**config.mk**
```make
export PLATFORM = sky130hd
export DESIGN_NAME = pressure_sensor_compensation
export DESIGN_NICKNAME = d
export VERILOG_FILES = /design/src/psc_pkg.sv /design/src/pressure_sensor_compensation.sv
export SDC_FILE = /design/constraint.sdc
export NUM_CORES = 2
export LEC_CHECK = 0
export ABC_AREA = 1
export BUFFER_PORTS_ARGS = -buffer_cell sky130_fd_sc_hd__buf_2
export CAP_MARGIN = 20
export CORE_ASPECT_RATIO = 0.5
export CORE_MARGIN = 3
export CORE_UTILIZATION = 70
export CTS_CLUSTER_SIZE = 16
export DETAILED_ROUTE_END_ITERATION = 10
export GPL_TIMING_DRIVEN = 0
export PLACE_DENSITY = 0.88
export SLEW_MARGIN = 20
export SYNTH_ARGS = -nofsm -noshare
export SYNTH_HDL_FRONTEND = slang
export SYNTH_SLANG_ARGS = --single-unit
```
**constraint.sdc**
```tcl
create_clock -name clk_i -period 27.2 [get_ports clk_i]
set_input_delay 8.16 -clock clk_i [delete_from_list [all_inputs] [get_ports clk_i]]
set_output_delay 8.16 -clock clk_i [all_outputs]
set_load 0.01 [all_outputs]
```
**src/psc_pkg.sv**
```systemverilog
// Shared types and fixed constants of the pressure sensor compensation block.
package psc_pkg;

  // Configuration register map
  typedef enum logic [2:0] {
    REG_SENS_T1  = 3'd0,
    REG_OFF_T1   = 3'd1,
    REG_TCS      = 3'd2,
    REG_TCO      = 3'd3,
    REG_TREF     = 3'd4,
    REG_TEMPSENS = 3'd5,
    REG_MODEL    = 3'd6,
    REG_ZERO     = 3'd7
  } cfg_reg_e;

  localparam int unsigned CFG_IDX_W  = 3;
  localparam int unsigned CFG_DATA_W = 21;

  // Field widths
  localparam int unsigned RAW_W  = 24;
  localparam int unsigned COEF_W = 16;
  localparam int unsigned TEMP_W = 15;
  localparam int unsigned PRES_OUT_W = 21;

  // Datapath widths
  localparam int unsigned DT_W    = 25;  // rawT - C5*2^7
  localparam int unsigned MUL_A_W = 26;
  localparam int unsigned MUL_B_W = 19;
  localparam int unsigned PROD_W  = MUL_A_W + MUL_B_W;
  localparam int unsigned SUM_W   = 46;  // temp / offset / sensitivity sums
  localparam int unsigned OFF_W   = 37;
  localparam int unsigned SENS_W  = 37;
  localparam int unsigned SENS_LO_W = 18; // low slice of sens for the split multiply
  localparam int unsigned ACC_W   = 62;  // rawP*SENS - OFF*2^21
  localparam int unsigned PRES_W  = MUL_A_W;
  localparam int unsigned PFLR_W  = PROD_W - 16;
  localparam int unsigned PNET_W  = PFLR_W + 1;

  // Shift exponents (Q1+Q3 is 22 for both sensor models)
  localparam int unsigned Q13   = 22;
  localparam int unsigned Q24   = 22;
  localparam int unsigned Q3_A  = 7;
  localparam int unsigned Q3_B  = 6;
  localparam int unsigned Q4    = 5;
  localparam int unsigned Q5    = 7;
  localparam int unsigned Q6    = 21;
  localparam int unsigned QP    = 21;
  localparam int unsigned QPRES = 36;
  localparam int unsigned QSCL  = 16;

  localparam int TEMP_BASE = 2000;
  localparam int PRES_SCALE = 45186;  // 0.01 mbar per count, Q16

  // Output limits
  localparam int TEMP_MIN = -4000;
  localparam int TEMP_MAX = 12500;
  localparam int PRES_MIN = -1048576;
  localparam int PRES_MAX = 1048575;

endpackage

```
**src/pressure_sensor_compensation.sv**
```systemverilog
// An input transfer starts the state sequence; out_valid_o rises when the result
// is loaded, and the block takes the next item only once that result is loaded,
// so items never overlap and a stalled output holds the block. Six products go
// through one 26x19 signed multiplier in turn. Config writes complete in the cycle they are offered.
// Reset (async, active low): calibration and caches cleared, first conversion
// is temperature, first result is flagged not valid.
module pressure_sensor_compensation #(
  parameter int unsigned TEMP_INTERVAL = 50
) (
  input  logic                                 clk_i,
  input  logic                                 rst_ni,
  // configuration writes
  input  logic                                 cfg_valid_i,
  output logic                                 cfg_ready_o,
  input  logic [psc_pkg::CFG_IDX_W-1:0]        cfg_index_i,
  input  logic [psc_pkg::CFG_DATA_W-1:0]       cfg_data_i,
  // conversion input
  input  logic                                 in_valid_i,
  output logic                                 in_ready_o,
  input  logic [psc_pkg::RAW_W-1:0]            raw_reading_i,
  // compensated result
  output logic                                 out_valid_o,
  input  logic                                 out_ready_i,
  output logic signed [psc_pkg::TEMP_W-1:0]    temperature_o,
  output logic signed [psc_pkg::PRES_OUT_W-1:0] pressure_o,
  output logic                                 meas_valid_o,
  output logic                                 next_is_temperature_o
);

  localparam int unsigned DIV_W = $clog2(TEMP_INTERVAL + 1);

  localparam int unsigned SUM_W  = psc_pkg::SUM_W;
  localparam int unsigned ACC_W  = psc_pkg::ACC_W;
  localparam int unsigned PROD_W = psc_pkg::PROD_W;

  localparam logic signed [SUM_W-1:0] TempBias = (SUM_W'(1) <<< psc_pkg::Q6) - SUM_W'(1);
  localparam logic signed [SUM_W-1:0] OffBias  = (SUM_W'(1) <<< psc_pkg::Q4) - SUM_W'(1);
  localparam logic signed [SUM_W-1:0] SensBiasA = (SUM_W'(1) <<< psc_pkg::Q3_A) - SUM_W'(1);
  localparam logic signed [SUM_W-1:0] SensBiasB = (SUM_W'(1) <<< psc_pkg::Q3_B) - SUM_W'(1);
  localparam logic signed [ACC_W-1:0] PresBias = (ACC_W'(1) <<< psc_pkg::QPRES) - ACC_W'(1);

  typedef enum logic [3:0] {
    ST_IDLE,
    ST_DT,
    ST_TEMP_MUL,
    ST_OFF_MUL,
    ST_SENS_MUL,
    ST_SENS,
    ST_PLO_MUL,
    ST_PHI_MUL,
    ST_ACC,
    ST_PRES,
    ST_SCALE_MUL,
    ST_OUT
  } state_e;

  state_e state_q;

  // Calibration registers
  logic [psc_pkg::COEF_W-1:0] c1_q, c2_q, c3_q, c4_q, c5_q, c6_q;
  logic                       model_q;
  logic signed [psc_pkg::PRES_OUT_W-1:0] zero_q;

  // Cached raw conversions and scheduling
  logic [psc_pkg::RAW_W-1:0] raw_t_q, raw_p_q;
  logic [DIV_W-1:0]          div_q;
  logic                      pend_temp_q;
  logic                      startup_q;
  logic                      out_valid_q;

  // Datapath registers
  logic signed [psc_pkg::DT_W-1:0]    dt_q;
  logic signed [PROD_W-1:0]           prod_q;
  logic signed [psc_pkg::TEMP_W-1:0]  temp_q;
  logic signed [psc_pkg::OFF_W-1:0]   off_q;
  logic signed [psc_pkg::SENS_W-1:0]  sens_q;
  logic signed [ACC_W-1:0]            acc_q;
  logic signed [psc_pkg::PRES_W-1:0]  pres_q;

  logic in_xfer, out_load;

  assign cfg_ready_o = 1'b1;
  assign in_ready_o  = (state_q == ST_IDLE);
  assign in_xfer     = in_valid_i & in_ready_o;
  assign out_load    = (state_q == ST_OUT) & (~out_valid_q | out_ready_i);
  assign out_valid_o = out_valid_q;

  // Configuration writes and raw cache
  always_ff @(posedge clk_i or negedge rst_ni) begin
    if (!rst_ni) begin
      c1_q    <= '0;
      c2_q    <= '0;
      c3_q    <= '0;
      c4_q    <= '0;
      c5_q    <= '0;
      c6_q    <= '0;
      model_q <= 1'b0;
      zero_q  <= '0;
      raw_t_q <= '0;
      raw_p_q <= '0;
    end else begin
      if (cfg_valid_i) begin
        unique case (psc_pkg::cfg_reg_e'(cfg_index_i))
          psc_pkg::REG_SENS_T1:  c1_q    <= cfg_data_i[psc_pkg::COEF_W-1:0];
          psc_pkg::REG_OFF_T1:   c2_q    <= cfg_data_i[psc_pkg::COEF_W-1:0];
          psc_pkg::REG_TCS:      c3_q    <= cfg_data_i[psc_pkg::COEF_W-1:0];
          psc_pkg::REG_TCO:      c4_q    <= cfg_data_i[psc_pkg::COEF_W-1:0];
          psc_pkg::REG_TREF:     c5_q    <= cfg_data_i[psc_pkg::COEF_W-1:0];
          psc_pkg::REG_TEMPSENS: c6_q    <= cfg_data_i[psc_pkg::COEF_W-1:0];
          psc_pkg::REG_MODEL:    model_q <= cfg_data_i[0];
          psc_pkg::REG_ZERO:     zero_q  <= cfg_data_i;
        endcase
      end
      if (in_xfer) begin
        if (pend_temp_q) begin
          raw_t_q <= raw_reading_i;
        end else begin
          raw_p_q <= raw_reading_i;
        end
      end
    end
  end

  // Shared multiplier operand select
  logic signed [psc_pkg::MUL_A_W-1:0] mul_a;
  logic signed [psc_pkg::MUL_B_W-1:0] mul_b;
  logic signed [PROD_W-1:0]           mul_p;

  always_comb begin
    mul_a = '0;
    mul_b = '0;
    unique case (state_q)
      ST_TEMP_MUL: begin
        mul_a = psc_pkg::MUL_A_W'(dt_q);
        mul_b = psc_pkg::MUL_B_W'($signed({1'b0, c6_q}));
      end
      ST_OFF_MUL: begin
        mul_a = psc_pkg::MUL_A_W'(dt_q);
        mul_b = psc_pkg::MUL_B_W'($signed({1'b0, c4_q}));
      end
      ST_SENS_MUL: begin
        mul_a = psc_pkg::MUL_A_W'(dt_q);
        mul_b = psc_pkg::MUL_B_W'($signed({1'b0, c3_q}));
      end
      ST_PLO_MUL: begin
        mul_a = $signed({2'b00, raw_p_q});
        mul_b = $signed({1'b0, sens_q[psc_pkg::SENS_LO_W-1:0]});
      end
      ST_PHI_MUL: begin
        mul_a = $signed({2'b00, raw_p_q});
        mul_b = sens_q[psc_pkg::SENS_W-1:psc_pkg::SENS_LO_W];
      end
      ST_SCALE_MUL: begin
        mul_a = pres_q;
        mul_b = psc_pkg::MUL_B_W'(psc_pkg::PRES_SCALE);
      end
      default: begin
        mul_a = '0;
        mul_b = '0;
      end
    endcase
  end

  assign mul_p = mul_a * mul_b;

  // Post-multiply arithmetic: divides truncate toward zero, the pressure scaling floors
  logic signed [psc_pkg::DT_W-1:0] dt_d;
  logic signed [SUM_W-1:0] prod_ext;
  logic signed [SUM_W-1:0] t_sum, t_shift;
  logic signed [SUM_W-1:0] o_sum, o_shift;
  logic signed [SUM_W-1:0] s_sum, s_rnd, s_shift;
  logic signed [psc_pkg::TEMP_W-1:0] temp_d;
  logic signed [ACC_W-1:0] acc_init, acc_sum, p_rnd;
  logic signed [psc_pkg::PFLR_W-1:0] p_floor;
  logic signed [psc_pkg::PNET_W-1:0] p_net;
  logic signed [psc_pkg::PRES_OUT_W-1:0] pres_d;

  always_comb begin
    dt_d = $signed({1'b0, raw_t_q}) - $signed({2'b00, c5_q, {psc_pkg::Q5{1'b0}}});
    prod_ext = SUM_W'(prod_q);

    // temperature
    t_sum   = (SUM_W'(psc_pkg::TEMP_BASE) <<< psc_pkg::Q6) + prod_ext;
    t_shift = (t_sum + (t_sum[SUM_W-1] ? TempBias : SUM_W'(0))) >>> psc_pkg::Q6;
    if (t_shift < SUM_W'(psc_pkg::TEMP_MIN)) begin
      temp_d = psc_pkg::TEMP_W'(psc_pkg::TEMP_MIN);
    end else if (t_shift > SUM_W'(psc_pkg::TEMP_MAX)) begin
      temp_d = psc_pkg::TEMP_W'(psc_pkg::TEMP_MAX);
    end else begin
      temp_d = t_shift[psc_pkg::TEMP_W-1:0];
    end

    // offset
    o_sum   = (SUM_W'($signed({1'b0, c2_q})) <<< psc_pkg::Q24) + prod_ext;
    o_shift = (o_sum + (o_sum[SUM_W-1] ? OffBias : SUM_W'(0))) >>> psc_pkg::Q4;

    // sensitivity, shift set by sensor model
    s_sum = (SUM_W'($signed({1'b0, c1_q})) <<< psc_pkg::Q13) + prod_ext;
    s_rnd = s_sum + (s_sum[SUM_W-1] ? (model_q ? SensBiasB : SensBiasA) : SUM_W'(0));
    s_shift = model_q ? (s_rnd >>> psc_pkg::Q3_B) : (s_rnd >>> psc_pkg::Q3_A);

    // rawP*SENS - OFF*2^21, sens split in a low and a high slice
    acc_init = ACC_W'(prod_q) - (ACC_W'(off_q) <<< psc_pkg::QP);
    acc_sum  = acc_q + (ACC_W'(prod_q) <<< psc_pkg::SENS_LO_W);
    p_rnd    = acc_q + (acc_q[ACC_W-1] ? PresBias : ACC_W'(0));

    // floor of scaled pressure, minus zero, saturate
    p_floor = prod_q[PROD_W-1:psc_pkg::QSCL];
    p_net   = psc_pkg::PNET_W'(p_floor) - psc_pkg::PNET_W'(zero_q);
    if (p_net < psc_pkg::PNET_W'(psc_pkg::PRES_MIN)) begin
      pres_d = psc_pkg::PRES_OUT_W'(psc_pkg::PRES_MIN);
    end else if (p_net > psc_pkg::PNET_W'(psc_pkg::PRES_MAX)) begin
      pres_d = psc_pkg::PRES_OUT_W'(psc_pkg::PRES_MAX);
    end else begin
      pres_d = p_net[psc_pkg::PRES_OUT_W-1:0];
    end
  end

  // Datapath registers; the scaled product holds while the result waits
  always_ff @(posedge clk_i) begin
    if (state_q != ST_OUT) begin
      prod_q <= mul_p;
    end
    unique case (state_q)
      ST_DT:       dt_q   <= dt_d;
      ST_OFF_MUL:  temp_q <= temp_d;
      ST_SENS_MUL: off_q  <= o_shift[psc_pkg::OFF_W-1:0];
      ST_SENS:     sens_q <= s_shift[psc_pkg::SENS_W-1:0];
      ST_PHI_MUL:  acc_q  <= acc_init;
      ST_ACC:      acc_q  <= acc_sum;
      ST_PRES:     pres_q <= p_rnd[ACC_W-1:psc_pkg::QPRES];
      default: ;
    endcase
  end

  // Sequencer, scheduling and output register
  always_ff @(posedge clk_i or negedge rst_ni) begin
    if (!rst_ni) begin
      state_q               <= ST_IDLE;
      out_valid_q           <= 1'b0;
      div_q                 <= DIV_W'(TEMP_INTERVAL);
      pend_temp_q           <= 1'b1;
      startup_q             <= 1'b1;
      temperature_o         <= '0;
      pressure_o            <= '0;
      meas_valid_o          <= 1'b0;
      next_is_temperature_o <= 1'b0;
    end else begin
      // output valid: set on a new result, cleared once taken
      if (out_load) begin
        out_valid_q <= 1'b1;
      end else if (out_ready_i) begin
        out_valid_q <= 1'b0;
      end
      unique case (state_q)
        ST_IDLE:      if (in_xfer) state_q <= ST_DT;
        ST_DT:        state_q <= ST_TEMP_MUL;
        ST_TEMP_MUL:  state_q <= ST_OFF_MUL;
        ST_OFF_MUL:   state_q <= ST_SENS_MUL;
        ST_SENS_MUL:  state_q <= ST_SENS;
        ST_SENS:      state_q <= ST_PLO_MUL;
        ST_PLO_MUL:   state_q <= ST_PHI_MUL;
        ST_PHI_MUL:   state_q <= ST_ACC;
        ST_ACC:       state_q <= ST_PRES;
        ST_PRES:      state_q <= ST_SCALE_MUL;
        ST_SCALE_MUL: state_q <= ST_OUT;
        ST_OUT: begin
          if (out_load) begin
            state_q       <= ST_IDLE;
            temperature_o <= temp_q;
            pressure_o    <= pres_d;
            // first result after reset is flagged, sticky valid after
            meas_valid_o  <= ~startup_q;
            startup_q     <= 1'b0;
            // one temperature conversion per TEMP_INTERVAL pressures
            if (div_q == '0) begin
              div_q                 <= DIV_W'(TEMP_INTERVAL);
              pend_temp_q           <= 1'b1;
              next_is_temperature_o <= 1'b1;
            end else begin
              div_q                 <= div_q - DIV_W'(1);
              pend_temp_q           <= 1'b0;
              next_is_temperature_o <= 1'b0;
            end
          end
        end
        default: state_q <= ST_IDLE;
      endcase
    end
  end

endmodule

```
* Word-level counts from Yosys, hierarchy flattened
Index checks and enable logic that the tools add are counted.
** Storage, ports and cells
- Register bits :: 464
- Input bits :: 53
- Output and inout bits :: 41
- Word-level logic and storage cells :: 110
** Operators by class
- Add/subtract/negate cells :: 12
- Multipliers :: 1
- Order comparisons :: 4
- Eq/ne operators :: 21
- Mux-type cells :: 19
- Bitwise gates (word level) :: 6
- Reduce and logical (&&, ||, !) cells :: 20
** Operators by type and width (number)
- 62-bit one-hot mux with 2 select lines :: 1
- 19-bit one-hot mux with 6 select lines :: 1
- 39-bit by 45-bit adder with 46-bit output :: 2
- 26-bit one-hot mux with 3 select lines :: 1
- 21-bit 2-to-1 mux :: 3
- 62-bit by 37-bit adder with 62-bit output :: 1
- 62-bit adder :: 1
- 45-bit by 58-bit subtractor with 59-bit output :: 1
- 4-bit one-hot mux with 12 select lines :: 1
- 33-bit by 45-bit adder with 46-bit output (first input constant) :: 1
- 46-bit by 22-bit adder with 46-bit output :: 1
- 26-bit by 19-bit multiplier with 45-bit output :: 1
- 44-bit by 8-bit adder with 44-bit output :: 1
- 42-bit by 6-bit adder with 42-bit output :: 1
- 37-bit 2-to-1 mux :: 1
- 36-bit 2-to-1 mux :: 1
- 30-bit by 21-bit greater-than comparator with 1-bit output (second input constant) :: 1
- 30-bit by 21-bit < comparator with 1-bit output (second input constant) :: 1
- 29-bit by 21-bit subtractor with 30-bit output :: 1
- 25-bit by 15-bit greater-than comparator with 1-bit output (second input constant) :: 1
- 25-bit by 13-bit < comparator with 1-bit output (second input constant) :: 1
- 24-bit by 23-bit subtractor with 25-bit output :: 1
- 2-bit AND reduction :: 12
- 4-bit by 3-bit == test with 1-bit output (second input constant) :: 4
- 25 further kinds :: 42

* Longest topological paths before layout
- Depth in word-level cells :: 5
- Depth in mapped cells :: 41
- Mapped depth without buffers :: 39

* Worst setup path after synthesis
OpenSTA, ideal clock, no wires.
- Kind :: input port to flip-flop
- Start :: input out_ready_i
- End :: register div_q[4]
- Library setup time :: 0.086 ns
- Arrival :: 9.233 ns
- Required time :: 27.114 ns
- Path slack :: 17.880 ns
- Stages on the path :: 7
- Path buffers :: 1
- Cells stage by stage :: nor2_1 > nor2_1 > clkbuf_1 > nand2_1 > or2_2 > o21ai_0 > nand3_1
** Between the ends
- Word-level cells in the longest chain between the ends :: 3
** RTL lines
- start: declaration :: RTL line pressure_sensor_compensation.sv:23 : input logic out_ready_i,
- 1-bit bitwise OR :: RTL line pressure_sensor_compensation.sv:85 : assign out_load = (state_q == ST_OUT) & (~out_valid_q | out_ready_i);
- 1-bit AND :: RTL line pressure_sensor_compensation.sv:85
- 2-bit AND reduction (no source line)
- end signal: assignment :: RTL line pressure_sensor_compensation.sv:241 : div_q <= DIV_W'(TEMP_INTERVAL);
- end signal: assignment :: RTL line pressure_sensor_compensation.sv:277 : div_q <= DIV_W'(TEMP_INTERVAL);
- end signal: assignment :: RTL line pressure_sensor_compensation.sv:281 : div_q <= div_q - DIV_W'(1);
- end: declaration :: RTL line pressure_sensor_compensation.sv:66 : logic [DIV_W-1:0] div_q;
No other way between the ends.
A chain may end at the register's enable or synchronous reset.

* Worst setup path in the final report
- Start :: register state_q[3]
- End :: register prod_q[42] (data pin)
** Between the ends
- Word-level cells in the longest chain between the ends :: 4
- Elaborated cells between the ends (all ways) :: 11
- Classes of those cells :: mul (1); eq/ne (6); mux (2); reduce/logical (2)
** RTL lines
- start: declaration :: RTL line pressure_sensor_compensation.sv:57 : state_e state_q;
- start signal: assignment :: RTL line pressure_sensor_compensation.sv:239 : state_q <= ST_IDLE;
- start signal: assignment :: RTL line pressure_sensor_compensation.sv:256 : ST_IDLE: if (in_xfer) state_q <= ST_DT;
- start signal: assignment :: RTL line pressure_sensor_compensation.sv:257 : ST_DT: state_q <= ST_TEMP_MUL;
- 4-bit by 3-bit == test with 1-bit output / 4-bit by 2-bit == test with 1-bit output (equally long branches) :: RTL line pressure_sensor_compensation.sv:132 : unique case (state_q)
- 3-bit OR reduction (no source line) / 2-bit OR reduction (equally long branches)
- 26-bit one-hot mux with 3 select lines :: RTL line pressure_sensor_compensation.sv:132
- 26-bit by 19-bit multiplier with 45-bit output * :: RTL line pressure_sensor_compensation.sv:164 : assign mul_p = mul_a * mul_b;
- named net mul_p[42] :: RTL line pressure_sensor_compensation.sv:127 : logic signed [PROD_W-1:0] mul_p;
- end signal: assignment :: RTL line pressure_sensor_compensation.sv:222 : prod_q <= mul_p;
- end: declaration :: RTL line pressure_sensor_compensation.sv:73 : logic signed [PROD_W-1:0] prod_q;
The timed path passes the listed nets; every way through them passes the cells marked *.

==> summary.txt <==
Yosys Warn Count: 0
Synthesized area per cell: 7.88 um2
Largest net degree at the start of global routing: 104
CP delay by family, top: adder cells
Post-synthesis cell type count: 67
Hold depth: 0
Routability cong.: 1.07
Crit end category: flop
FF-to-FF path depth: 33
Hold buffers post-CTS: 0
Clock slew at reported path FFs: 0.07 ns
Die Span Y: 195 um
GRT Residual Overflow: 0
Drt pass-1 iters: 9
Via Count: 47,100
Worst hold path type: flop to flop
Status: finished clean
CTS tree: done
Post-CTS Resized: 0
Worst skew pair latency: 0.62 ns
Top cell type by total area after synthesis: fa_1
# fillers: 4,989
Detailed Route Iter0 Violations: 6,392
Vias in the first global route: 46,300
Synth Register Bits: 464
Launch point of the worst reg-to-reg path: state_q[3]
I/O pins: 94
Startpoint Class: flop
# DRC: 0
First-pass GRT wire length: 263,000 um
Setup Viol. Count Final: 0
Reg area: 12,900 um2
Setup Skew: 0.0333 ns
ANT nets after route: 0
Max stage delay cell, worst path: o22ai_1
Cell Area, Synth: 49,900 um2
TNS Setup: 0 ns
CP max stage delay: 0.98 ns
Worst-Margin Slew: 1.26 ns
Antenna violations before repair: 5
Syn Inst Count: 6,330
Final min period: 10.64 ns
Crit path depth: 33
Achievable frequency: 94.0 MHz
Die span in x: 384 um
Maxcap violations: 0
Sequential area share after synthesis: 25.8%
Buf/Inv on CP: 7
Cell Rows: 68
Min-delay src: raw_t_q[2]
Tot GR Track Use: 46.3%
DIE AREA: 74,700 um2
Via/cell ratio: 6.30
Post-synth EDFFs: 247
Top area cells in the synthesized netlist: fa_1 20%, edfxtp_1 15%, nand2_1 11%, dfrtp_1 11%, ha_1 8.9%
CTS Buf Count: 44
DP HPWL: 138,000 um
Post-synth top area share: 19.8%
WP data required: 27.54 ns
Initial Util: 71.5%
CP Launch Point: state_q[3]
Clock sinks: 464
Crit Path Category: flop to flop
Total Wirelength: 174,000 um
Critical Path Fanout Max: 27
Nets: 7,383
Ratio of final minimum period to clock period: 39.1%
RSZ-0062 raised after global routing: no
Floorplan core area: 69,800 um2
Most used DFF post-synth: edfxtp_1
Per-cell routed wire length: 23.2 um
Async SR Flop Fraction: 46.8%
Post-CTS setup buffers: 0
Synth-to-Final Area Change: 6.85%
CP arrival: 10.98 ns
Rel. slew slack: 16.2%
Final Hold Viols: 0
Multi-input gate area: 32,400 um2
Root Driver: clkbuf_16
Buffers on Ports: 92
CP most frequent cell: nand2_1
Share of layout cells above drive strength 1: 4.99%
Max clock buf depth: 3
Slew Limit Fails: 0
Max H-tree Level: 2
## per-stage QoR
| stage | util [%] | area (um2) | std cells | setup WS, ns | hold slack (ns) |
|---|---|---|---|---|---|
| after floorplan | - | 49900 | 6335 | 17.88 | 0.425 |
| after global placement | 73.9 | 51600 | 7372 | 14.49 | 0.430 |
| after detailed placement | 74.2 | 51800 | 7382 | 16.97 | 0.434 |
| after CTS | 76.4 | 53300 | 7464 | 16.90 | 0.450 |
| after global routing | 76.4 | 53300 | 7464 | 16.32 | 0.459 |
| final | 76.4 | 53300 | 7473 | 16.56 | 0.450 |
## registers in the layout, indices dropped and copies added (netlist names), 4 cells and up
| signal | count |
|---|---|
| pres_q | 26 |
| raw_t_q | 24 |
| div_q | 6 |
| dt_q | 25 |
| sens_q | 37 |
| c3_q | 16 |
| state_q | 4 |
| c4_q | 16 |
| pressure_o | 21 |
| c6_q | 16 |
| c5_q | 16 |
| zero_q | 21 |
| raw_p_q | 24 |
| temperature_o | 15 |
| off_q | 37 |
| temp_q | 15 |
| prod_q | 45 |
| c2_q | 16 |
| acc_q | 62 |
| c1_q | 16 |
## Yosys cell counts, types with 26 or more instances
| master | number |
|---|---|
| edfxtp_1 | 247 |
| nand2_1 | 1443 |
| nor3_1 | 72 |
| fa_1 | 494 |
| dfrtp_1 | 212 |
| a31oi_1 | 45 |
| xor2_1 | 146 |
| nor2_1 | 655 |
| nand4_1 | 62 |
| clkbuf_1 | 110 |
| a22o_1 | 39 |
| a21o_1 | 32 |
| nand3_1 | 195 |
| ha_1 | 353 |
| xnor2_1 | 58 |
| o21ai_0 | 375 |
| inv_1 | 1103 |
| a21oi_1 | 373 |
| nand2_2 | 26 |
## cells in the final DEF (no fill, tap or decap), types with 62 or more instances in the layout
master	synthesis	layout
a21oi_1	373	366
buf_2	8	99
clkbuf_1	110	112
dfrtp_1	212	212
edfxtp_1	247	247
fa_1	494	494
ha_1	353	353
inv_1	1103	1102
nand2_1	1443	1442
nand3_1	195	195
nand4_1	62	62
nor2_1	655	652
nor3_1	72	70
o21ai_0	375	374
xor2_1	146	146
## kinds of logic after synthesis
kind of cell / count (synthesis) / share of synthesized area [%]
AND/OR/NAND/NOR: 2566 / 21.3
buffers and inverters: 1261 / 9.53
AO/OA/AOI/OAI: 984 / 11.1
adder cells (fa/ha/maj): 847 / 28.7
flip-flops: 464 / 25.8
XOR/XNOR: 205 / 3.61
other: 2 / 0.0151
multiplexers: 1 / 0.0226
## final cells by class
| cell class | instances | share of cell area, % |
|---|---|---|
| Timing Repair Buffer | 102 | 1.19 |
| Tap cell | 945 | 2.22 |
| Sequential cell | 464 | 24.1 |
| Buffer | 132 | 0.976 |
| Clock buffer | 53 | 2.25 |
| Antenna cell | 9 | 0.0422 |
| Multi-Input combinational cell | 4610 | 60.7 |
| Clock inverter | 29 | 0.554 |
| Inverter | 1129 | 7.95 |
## routing by layer
metal | vias to the layer above | GRT usage [%] | part of all wire [%]
li1 | 20500 | - | -
met1 | 22200 | 59.8 | 36
met2 | 3579 | 68.1 | 42
met3 | 851 | 17.5 | 16
met4 | 4 | 24.5 | 6.8
met5 | - | 0 | 0.018
## final timing paths
path                                           to  slack [ns]
min in group asynchronous       temperature_o[12]        7.43
max in group asynchronous                 c3_q[7]       18.58
worst max-delay path                   prod_q[42]       16.56
worst min register to register            dt_q[2]        0.45
worst min-delay path                      dt_q[2]        0.45
worst max register to register         prod_q[42]       16.56
Power is left out: the tool's default activity adds up to more than one toggle a clock period on the data nets, which glitch-free logic cannot reach.
